$ cat src/tli_pkg.sv
// ----------------------------------------------------------------------------
// Three-table interpolator package
// Shared widths, codes, payload types and the controller state type.
// ----------------------------------------------------------------------------
package tli_pkg;

    // Field widths.
    localparam int VAL_W       = 31;
    localparam int VOLT_W      = 32;
    localparam int TAG_W       = 3;
    localparam int IDX_IN_W    = 11;
    localparam int PROD_W      = 2 * VAL_W;
    localparam int DIFF_W      = VOLT_W + 2;

    // Serial divider: one quotient bit per cycle.
    localparam int DIV_STEPS   = VAL_W;
    localparam int DIV_CNT_W   = $clog2(DIV_STEPS);

    // Table lanes inside one memory word.
    localparam int NUM_TBL     = 3;
    localparam int LANE_GAIN   = 0;
    localparam int LANE_ALPHA  = 1;
    localparam int LANE_ATTEN  = 2;

    localparam int DEF_TABLE_SIZE = 1024;

    // Configuration register indexes.
    localparam int CFG_IDX_W = 1;
    localparam logic [CFG_IDX_W-1:0] CFG_STEP_SIZE = 1'b0;
    localparam logic [CFG_IDX_W-1:0] CFG_MAX_VOLT  = 1'b1;

    // Item modes.
    localparam logic MODE_LOAD   = 1'b0;
    localparam logic MODE_LOOKUP = 1'b1;

    // One memory word holds the entry of all three tables.
    typedef logic [NUM_TBL-1:0][VAL_W-1:0] t_tli_entry;

    typedef struct packed {
        logic                     mode;
        logic [IDX_IN_W-1:0]      entry_index;
        logic [VAL_W-1:0]         gain_entry;
        logic [VAL_W-1:0]         alpha_entry;
        logic [VAL_W-1:0]         atten_entry;
        logic signed [VOLT_W-1:0] source_volt;
        logic signed [VOLT_W-1:0] gate_volt;
        logic signed [VOLT_W-1:0] gate_offset;
        logic [TAG_W-1:0]         filter_tag;
    } t_tli_in;

    typedef struct packed {
        logic [VAL_W-1:0] gain_out;
        logic [VAL_W-1:0] alpha_out;
        logic [VAL_W-1:0] atten_out;
        logic [TAG_W-1:0] result_tag;
    } t_tli_out;

    typedef enum logic [3:0] {
        S_IDLE,
        S_POS,
        S_POS_WAIT,
        S_RD_BASE,
        S_RD_NEXT,
        S_DELTA,
        S_MULT,
        S_FRAC,
        S_FRAC_WAIT
    } t_tli_state;

endpackage

$ cat src/tli_div.sv
// ----------------------------------------------------------------------------
// Serial divider
// Restoring division, one quotient bit per cycle. The upper half of the
// dividend must be below the divisor, so the quotient fits in VAL_W bits.
// ----------------------------------------------------------------------------
module tli_div
    import tli_pkg::*;
(
    input  logic              i_clk,
    input  logic              i_rst_n,
    input  logic              i_start,
    input  logic [PROD_W-1:0] i_num,
    input  logic [VAL_W-1:0]  i_den,
    output logic              o_done,
    output logic [VAL_W-1:0]  o_quo,
    output logic [VAL_W-1:0]  o_rem
);

    logic                 r_run;
    logic                 r_done;
    logic [DIV_CNT_W-1:0] r_cnt;
    logic [VAL_W-1:0]     r_rem;
    logic [VAL_W-1:0]     r_lo;
    logic [VAL_W-1:0]     r_den;

    logic [VAL_W:0]       n_trial;
    logic                 n_bit;
    logic [VAL_W-1:0]     n_rem;

    // One trial subtraction per cycle.
    always_comb begin
        n_trial = {r_rem, r_lo[VAL_W-1]};
        n_bit   = (n_trial >= {1'b0, r_den});
        if (n_bit) begin
            n_rem = VAL_W'(n_trial - {1'b0, r_den});
        end else begin
            n_rem = n_trial[VAL_W-1:0];
        end
    end

    // Step counter and completion flag.
    always_ff @(posedge i_clk) begin
        if (!i_rst_n) begin
            r_run  <= 1'b0;
            r_done <= 1'b0;
            r_cnt  <= '0;
        end else begin
            r_done <= 1'b0;
            if (i_start) begin
                r_run <= 1'b1;
                r_cnt <= '0;
            end else if (r_run) begin
                r_cnt <= r_cnt + DIV_CNT_W'(1);
                if (r_cnt == DIV_CNT_W'(DIV_STEPS - 1)) begin
                    r_run  <= 1'b0;
                    r_done <= 1'b1;
                end
            end
        end
    end

    // Partial remainder and dividend/quotient shift register.
    always_ff @(posedge i_clk) begin
        if (i_start) begin
            r_rem <= i_num[PROD_W-1:VAL_W];
            r_lo  <= i_num[VAL_W-1:0];
            r_den <= i_den;
        end else if (r_run) begin
            r_rem <= n_rem;
            r_lo  <= {r_lo[VAL_W-2:0], n_bit};
        end
    end

    assign o_done = r_done;
    assign o_quo  = r_lo;
    assign o_rem  = r_rem;

endmodule

$ cat config.mk
export PLATFORM = sky130hd
export DESIGN_NAME = tli_div
export DESIGN_NICKNAME = d
export VERILOG_FILES = /design/src/tli_pkg.sv /design/src/tli_div.sv
export SDC_FILE = /design/constraint.sdc
export NUM_CORES = 1
export LEC_CHECK = 0
export ABC_AREA = 0
export BUFFER_PORTS_ARGS = -buffer_cell sky130_fd_sc_hd__buf_2
export CAP_MARGIN = 10
export CORE_MARGIN = 2
export CORE_UTILIZATION = 25
export CTS_CLUSTER_DIAMETER = 80
export CTS_CLUSTER_SIZE = 16
export DETAILED_ROUTE_END_ITERATION = 12
export HOLD_SLACK_MARGIN = 0.05
export SLEW_MARGIN = 40
export SYNTH_ARGS = -nofsm -noshare
export SYNTH_HDL_FRONTEND = slang
export SYNTH_SLANG_ARGS = --single-unit
$ cat constraint.sdc
create_clock -name i_clk -period 3.9 [get_ports i_clk]
set_clock_uncertainty 0.15 [all_clocks]
set_input_delay 0.585 -clock i_clk [delete_from_list [all_inputs] [get_ports i_clk]]
set_output_delay 0.585 -clock i_clk [all_outputs]
set_load 0.01 [all_outputs]
# Word level (Yosys, flattened, before mapping)
# Cells that the tools add are included.
# W data, S select, Z words.
# op_classes
shifts,0
mux,9
n_eq_ne,1
bitwise,2
order_cmp,1
div,0
mul,0
n_reduce_logical,3
add_sub_neg,2
# op_table
cell,count
$mux W31,5
$ge A32 B31 Y1,1
$sub A31 B31 Y31,1
$add A5 B1 Y5 const B,1
$eq A5 B5 Y1 const B,1
$mux W1,4
$reduce_or A3 Y1,1
$not A1 Y1,2
$reduce_bool A2 Y1,1
$reduce_or A2 Y1,1
# word_totals
output_inout_bits,63
ff_bits,100
in_bits,96
elab_cells,24
romBits,0
latchBits,0
n_memories,0
ramBits,0

# Depth between registers and ports, before layout
# Gate-level depths: netlist of run 1.
# depth
word_depth,4
depth_mapped,13
depth_no_buf,11

# Worst setup path after synthesis of run 1
# Ideal clock, no wire load.
# synth_timing
kind,input -> register
startpoint,input i_start
endpoint,"register r_lo[0], in the netlist o_quo[0], enable pin"
arrival_time_ps,2187
setup_ps,676
required_time_ps,3074
path_slack_ps,887
n_path_buf,2
cell_stages,4
cell_sequence,buf_4 -> inv_1 -> clkbuf_1 -> nand2_1
# synth_via
elab_chain_len,1
# synth_lines
element,line,text
"start, declared",tli_div.sv:11,"input logic i_start,"
$reduce_bool A2 Y1 (no line),--,
"end signal, assigned",tli_div.sv:66,r_lo <= i_num[VAL_W-1:0];
"end signal, assigned",tli_div.sv:70,"r_lo <= {r_lo[VAL_W-2:0], n_bit};"
"end, declared",tli_div.sv:23,logic [VAL_W-1:0] r_lo;
# No other way between the ends.
# A chain may end at the register's enable or synchronous reset.

# Worst setup path in the final report of run 1
# layout_timing
startpoint,"register r_lo[30], in the netlist o_quo[30]"
endpoint,"register r_rem[20], in the netlist o_rem[20], data pin"
# layout_via
elab_chain_len,4
elab_cells_between_ends,5
cone_classes,1 x add/sub; 1 x order compare; 3 x mux
# layout_lines
element,line,text
$sub A31 B31 Y31 or $ge A32 B31 Y1 (tied branches),"tli_div.sv:35, tli_div.sv:33",
$mux W31 (*),tli_div.sv:34,if (n_bit) begin
$mux W31 (*),tli_div.sv:68,end else if (r_run) begin
$mux W31 (*),tli_div.sv:64,if (i_start) begin
"end signal, assigned",tli_div.sv:65,r_rem <= i_num[PROD_W-1:VAL_W];
"end signal, assigned",tli_div.sv:69,r_rem <= n_rem;
"end, declared",tli_div.sv:22,logic [VAL_W-1:0] r_rem;
# Every way passes the cells marked *; elsewhere a longest branch is shown, timed or not. The select of a mux whose other input is x is not followed.

==> metrics, run 1 <==
Die Y-Extent=160 µm; ANT nets after route=0; CTS tree=done; post-synthesis cell count=554; Main synth FF type=edfxtp_1; syn_nets=684; Data arrival, critical path=3.27 ns; CP endpoint kind=register; DP HPWL=12900 µm; antenna violations before repair=10; Post-route DRC=0; Seq/Total Area, Yosys=0.482; Post-synth EDFFs=93; average vias per placed instance=4.70; Congestion Overflow GR=0; Leakage=0.00317 µW; first-pass GRT wire length=26800 µm; period utilisation layout=0.855; hold_buf cts=0; synth warn=0; average wire per standard cell=16.5 µm; Startpoint Class=register; WP depth=11; worst-path fanout max=4; port buffer count=158; Mapped Avg Cell Area=11.0 µm²; Total Nets Final=837; die area=25600 µm²; total clock sinks=100; CTS clk-pin slew, worst paths=0.08 ns; P per Cell Area=560 nW/µm²; flop2flop setup slack=0.57 ns; Area Overhead vs Synth=23.8%; pre-CTS setup slack=0.577 ns; WP data required=3.84 ns; CTS Buf Count=9; Clock Latency Late Sink=0.35 ns; Slew HR=0.579; max-cap violations=0; minimum clock period=3.33 ns; ys async rst share=0; drt initial violations=188; Worst Hold Depth=1; Final Setup Violations=0; Post-CTS Setup Bufs=0; worst min-delay path category=input port to register; drt first pass iters=4; number of global-route vias before repair=4963; share of post-route cells with drive strength above 1=0.335; synth unique cells=73; cell family with most CP delay=compound AO/OA/AOI/OAI gates; core area=24100 µm²; worst vdd ir=0.247 mV; status=completed; Fmax=300 MHz; Final Hold Viols=0; CTS root buffer=clkbuf_16; setup TNS=0 ns; routability cong.=0.825; netlist area before placement=6080 µm²; Ports=159; RSZ-0062 raised after global routing=false; Cell Rows=57; crit-path cells=inv_1, ha_1, fa_1, nor2b_1, o2111ai_1, nand3_1, a31oi_1, o21ai_0, a221oi_1, nor4b_1, a211oi_1; GR Util All Layers=0.134; post-synthesis sequential element count=100; Worst Tran Pin Value=0.630 ns; Vias=4892; Total Wirelength=17200 µm; critical setup path kind=register to register; r2r worst-path depth=11; Die X=160 µm; fin. max-slew vios=0; Crit-path slowest cell=o21ai_0; Starting Density=0.252; Worst path max stage delay=0.47 ns; CTS max path bufs=2; WP buf/inv=1; H-tree Lvls=3; Final WS setup=0.565 ns; cells resized by post-CTS repair=0; largest net degree at the start of global routing=52
-- layout by cell type (no fill, tap or decap), types with 10 or more instances in the layout --
cell        n
nand3_1    10
inv_1      44
a21oi_1    30
o21ai_0    33
nor3_1     11
nand2_1    31
mux2_2     40
edfxtp_1   93
a21o_1     17
xor2_1     10
nor2_1     32
ha_1       33
buf_2     157
-- state kept, by name, indices dropped and copies added (netlist names) --
signal  flops
o_rem      31
o_done      1
o_quo      31
r_cnt       5
r_run       1
r_den      31
-- worst reg2reg max path: stages, from the launching register on --
cell,delay [ns]
edfxtp_1,0.38
inv_1,0.05
ha_1,0.22
fa_1,0.41
nor2b_1,0.20
o2111ai_1,0.20
nand3_1,0.21
a31oi_1,0.20
o21ai_0,0.47
a221oi_1,0.22
nor4b_1,0.28
a211oi_1,0.07
-- cell usage after synthesis (3+ instances only) --
library cell  instances  share of area
a211oi_1              9          0.011
a21o_1               17          0.021
a21oi_1              30          0.025
a221o_1               3         0.0049
a31oi_1               5         0.0051
and3_1                6         0.0062
and3_2                3         0.0037
and4_1                3         0.0043
buf_2                 6         0.0049
buf_4                 3         0.0037
buf_6                 3         0.0056
clkbuf_1              9         0.0056
dfxtp_1               7          0.023
edfxtp_1             93           0.46
ha_1                 33          0.068
inv_1                44          0.027
mux2_2               40          0.074
mux2i_1               5         0.0082
nand2_1              32          0.020
nand2b_1              4         0.0041
nand3_1              10         0.0082
nand4_1               6         0.0062
nor2_1               32          0.020
nor2b_1               5         0.0051
nor3_1               11         0.0090
nor3b_1               4         0.0049
o211ai_1              5         0.0062
o21a_1                9          0.011
o21ai_0              33          0.027
o21bai_1              5         0.0062
o31ai_1               3         0.0037
o41ai_1               3         0.0043
or3_1                 4         0.0041
xnor2_1               9          0.013
xor2_1               10          0.014
-- where the power goes --
group | internal [µW] | switching (µW)
combinational | 768 | 1030
sequential | 1390 | 114
clock | 495 | 418
total | 2660 | 1560
-- cells by family after synthesis --
| logic type | count (synthesis) | share of synthesized area |
|---|---|---|
| flip-flops | 100 | 0.482 |
| AND/OR/NAND/NOR | 133 | 0.112 |
| AO/OA/AOI/OAI | 156 | 0.177 |
| XOR/XNOR | 19 | 0.0274 |
| multiplexers | 45 | 0.0823 |
| buffers and inverters | 67 | 0.0481 |
| adder cells (fa/ha/maj) | 34 | 0.0712 |
-- stage by stage --
stage	util	area (µm²)	std cells	power [µW]	hold WS, ns
final	0.312	7530	1041	4220	0.249
after global routing	0.312	7520	1038	4490	0.236
after CTS	0.312	7520	1035	4260	0.238
after detailed placement	0.300	7230	1020	3320	0.364
after global placement	0.300	7230	1020	3300	0.346
after floorplan	-	6080	554	2800	0.315
-- path summary, 6_finish.rpt --
path,from,end
worst max-delay path,o_quo[30]$_DFFE_PP_,o_rem[20]$_DFFE_PP_
worst min-delay path,i_den[14],r_den[14]$_DFFE_PP_
worst max register to register,o_quo[30]$_DFFE_PP_,o_rem[20]$_DFFE_PP_
worst min register to register,r_cnt[1]$_SDFFE_PP0P_,r_cnt[1]$_SDFFE_PP0P_
-- metal layers --
layer  global-route usage  share of wire  wire (µm)  up-vias
li1                     -              -          -     2389
met2                0.221           0.47       7990      150
met3               0.0543          0.081       1390       21
met1                0.162           0.44       7510     2326
met4               0.0356          0.014        233        6
met5                    0         0.0022         38        -
-- final cells by class --
type,count,area [µm²]
fill,2556,16600
timing repair buffer,165,858
inverter,44,165
clock buffer,9,225
multi-input combinational,387,2870
sequential,100,2930
tap,324,405
antenna,6,15.0
clock inverter,6,62.6
Power figures use the tool's default switching activity.
==> run 2: changes to the inputs <==
--- a/config.mk
+++ b/config.mk
@@ -5,7 +5,7 @@
 export SDC_FILE = /design/constraint.sdc
 export NUM_CORES = 1
 export LEC_CHECK = 0
-export ABC_AREA = 0
+export ABC_AREA = 1
 export BUFFER_PORTS_ARGS = -buffer_cell sky130_fd_sc_hd__buf_2
 export CAP_MARGIN = 10
 export CORE_MARGIN = 2
==> metrics, run 2 <==
status=completed; Area Overhead vs Synth=21.6%; Synth area leader=edfxtp_1; average wire per standard cell=14.5 µm (-12%); average vias per placed instance=4.37 (-7.0%); DP HPWL=16800 µm (+30%); worst vdd ir=0.202 mV (-18%); Clock Latency Late Sink=0.38 ns (+0.03 ns); CTS root buffer=clkbuf_16; drt first pass iters=5 (+1); HP Start=i_den[6]; RSZ-0062 raised after global routing=false; Main synth FF type=edfxtp_1; r2r startpoint=o_quo[30]$_DFFE_PP_; most frequent cell after synthesis=nand2_1; post-synthesis cell count=959 (+73%); post-synthesis sequential element count=100 (unchanged); minimum clock period=3.07 ns (-0.261 ns); fin. max-slew vios=0 (unchanged); WP data required=3.87 ns (+0.03 ns); Synth top area share=0.405 (-0.0539); die area=28900 µm² (+13%); total clock sinks=100 (unchanged); routability cong.=0.913 (+11%); WP buf/inv=3 (+2); ANT nets after route=0 (unchanged); Pwr Total=4330 µW (+2.6%); Post-route DRC=0 (unchanged); critical setup path kind=register to register; Leakage=0.00449 µW (+41%); syn_nets=1089 (+59%); Worst Hold Depth=1 (unchanged); hold_buf cts=0 (unchanged); synth unique cells=37 (-49%); Area contributors post-synth=edfxtp_1 41%, nand2_1 24%, inv_1 8.7%; Final Hold Viols=0 (unchanged); Global Route met3 Usage=0.0342 (-0.0201); port buffer count=158 (unchanged); Congestion Overflow GR=0 (unchanged); Post-CTS Setup Bufs=0 (unchanged); share of post-route cells with drive strength above 1=0.179 (-0.155); r2r worst-path depth=16 (+5); ys async rst share=0 (unchanged); Fmax=325 MHz (+8.5%); largest net degree at the start of global routing=65 (+25%); worst-path fanout max=25 (+21); Non-Filler Instances=1461 (+40%); dpl cell area=8060 µm² (+12%); Ports=159 (unchanged); Commonest cells post-synth=442 x nand2_1, 160 x inv_1, 93 x edfxtp_1; Worst Tran Pin Value=0.672 ns (+0.0421 ns); most frequent cells in the layout=441 x nand2_1, 160 x inv_1, 157 x buf_2; flop2flop setup slack=0.83 ns (+0.26 ns); Mapped Avg Cell Area=7.19 µm² (-35%); Die X=170 µm (+6.3%); Die Y-Extent=170 µm (+6.3%); worst min-delay path category=input port to register; Total Wirelength=21200 µm (+24%); RR Endpoint=o_rem[29]$_DFFE_PP_; core area=27000 µm² (+12%); hold endpoint=r_den[6]$_DFFE_PP_; setup TNS=0 ns (unchanged); max-cap violations=0 (unchanged); cell family with most CP delay=simple AND/OR/NAND/NOR gates; P per Cell Area=517 nW/µm² (-7.8%); met2 Usage GRT=0.247 (+0.0263); most common cell after layout, fill and taps aside=nand2_1; period utilisation layout=0.788 (-0.0670); Vias=6387 (+31%); CTS max path bufs=2 (unchanged); H-tree Lvls=3 (unchanged); Starting Density=0.255 (+0.00268); Data arrival, critical path=3.05 ns (-0.22 ns); Worst path max stage delay=0.40 ns (-0.07 ns); most frequent cell on the critical path=nand2_1; Slew HR=0.552 (-0.0265); Final Setup Violations=0 (unchanged); number of global-route vias before repair=6258 (+26%); Seq/Total Area, Yosys=0.425 (-0.0566); Crit-path slowest cell=fa_1; netlist area before placement=6890 µm² (+13%); first-pass GRT wire length=33200 µm (+24%); Placed Cells=1445 (+42%); GR Util All Layers=0.149 (+0.0151); Cell Rows=60 (+5.3%); CTS tree=done; Final WS setup=0.826 ns (+0.261 ns); crit-path cells=inv_1, ha_1, fa_1, inv_1, nand2_1, nand2_1, nand3_2, nand2_2, nand2_1, nand3_2, nand2_4, nand2_4, buf_4, nand3_1, nand2_1, nand2_1; fin area=8380 µm² (+11%); WP depth=16 (+5); cells resized by post-CTS repair=0 (unchanged); antenna violations before repair=1 (-9); Post-synth EDFFs=93 (unchanged); pre-CTS setup slack=0.837 ns (+0.260 ns); CTS clk-pin slew, worst paths=0.09 ns (about the same); drt initial violations=336 (+79%); CTS Buf Count=9 (unchanged); met1 Track Usage GR=0.191 (+0.0283); synth warn=0 (unchanged); CP endpoint kind=register; Antenna Cells=0 (-6); Total Nets Final=1245 (+49%); Startpoint Class=register; GRT busiest layer=met2
[run 2: cell families (layout without fill, tap and decap cells)]
group,after synthesis,count (layout),synth area share
AO/OA/AOI/OAI,24,24,0.0205
XOR/XNOR,15,15,0.0191
adder cells (fa/ha/maj),34,34,0.0628
buffers and inverters,183,344,0.104
flip-flops,100,100,0.425
AND/OR/NAND/NOR,603,603,0.368
[run 2: stage by stage]
step,hold slack [ns],utilization
detailed placement,0.338,0.298
floorplan,0.312,-
global route,0.223,0.310
global placement,0.330,0.298
CTS,0.221,0.310
finish,0.231,0.310
[run 2: routing by layer]
layer,part of all wire,up-vias
met5,0.00061,-
met4,0.022,2
met3,0.060,29
met2,0.45,182
met1,0.46,2880
li1,-,3294
[run 2: how the worst max path moves through the flow]
stage                              from                  end  slack [ns]
floorplan                       i_start   o_quo[0]$_DFFE_PP_        0.79
global placement    o_quo[30]$_DFFE_PP_  o_rem[29]$_DFFE_PP_        0.91
detailed placement  o_quo[30]$_DFFE_PP_  o_rem[29]$_DFFE_PP_        0.84
CTS                 o_quo[30]$_DFFE_PP_  o_rem[29]$_DFFE_PP_        0.80
global route        o_quo[30]$_DFFE_PP_  o_rem[29]$_DFFE_PP_        0.56
finish              o_quo[30]$_DFFE_PP_  o_rem[29]$_DFFE_PP_        0.83
[run 2: cell type report]
class                           instances  area, µm²
Sequential cell                       100       2930
Tap cell                              341        427
Timing Repair Buffer                  165        846
Clock inverter                          7       91.3
Fill cell                            3030      18600
Inverter                              163        612
Multi-Input combinational cell        676       3250
Clock buffer                            9        225
[run 2: report_power, final]
part	switching, µW	internal (µW)
sequential	98.9	1370
combinational	1230	683
clock	491	462
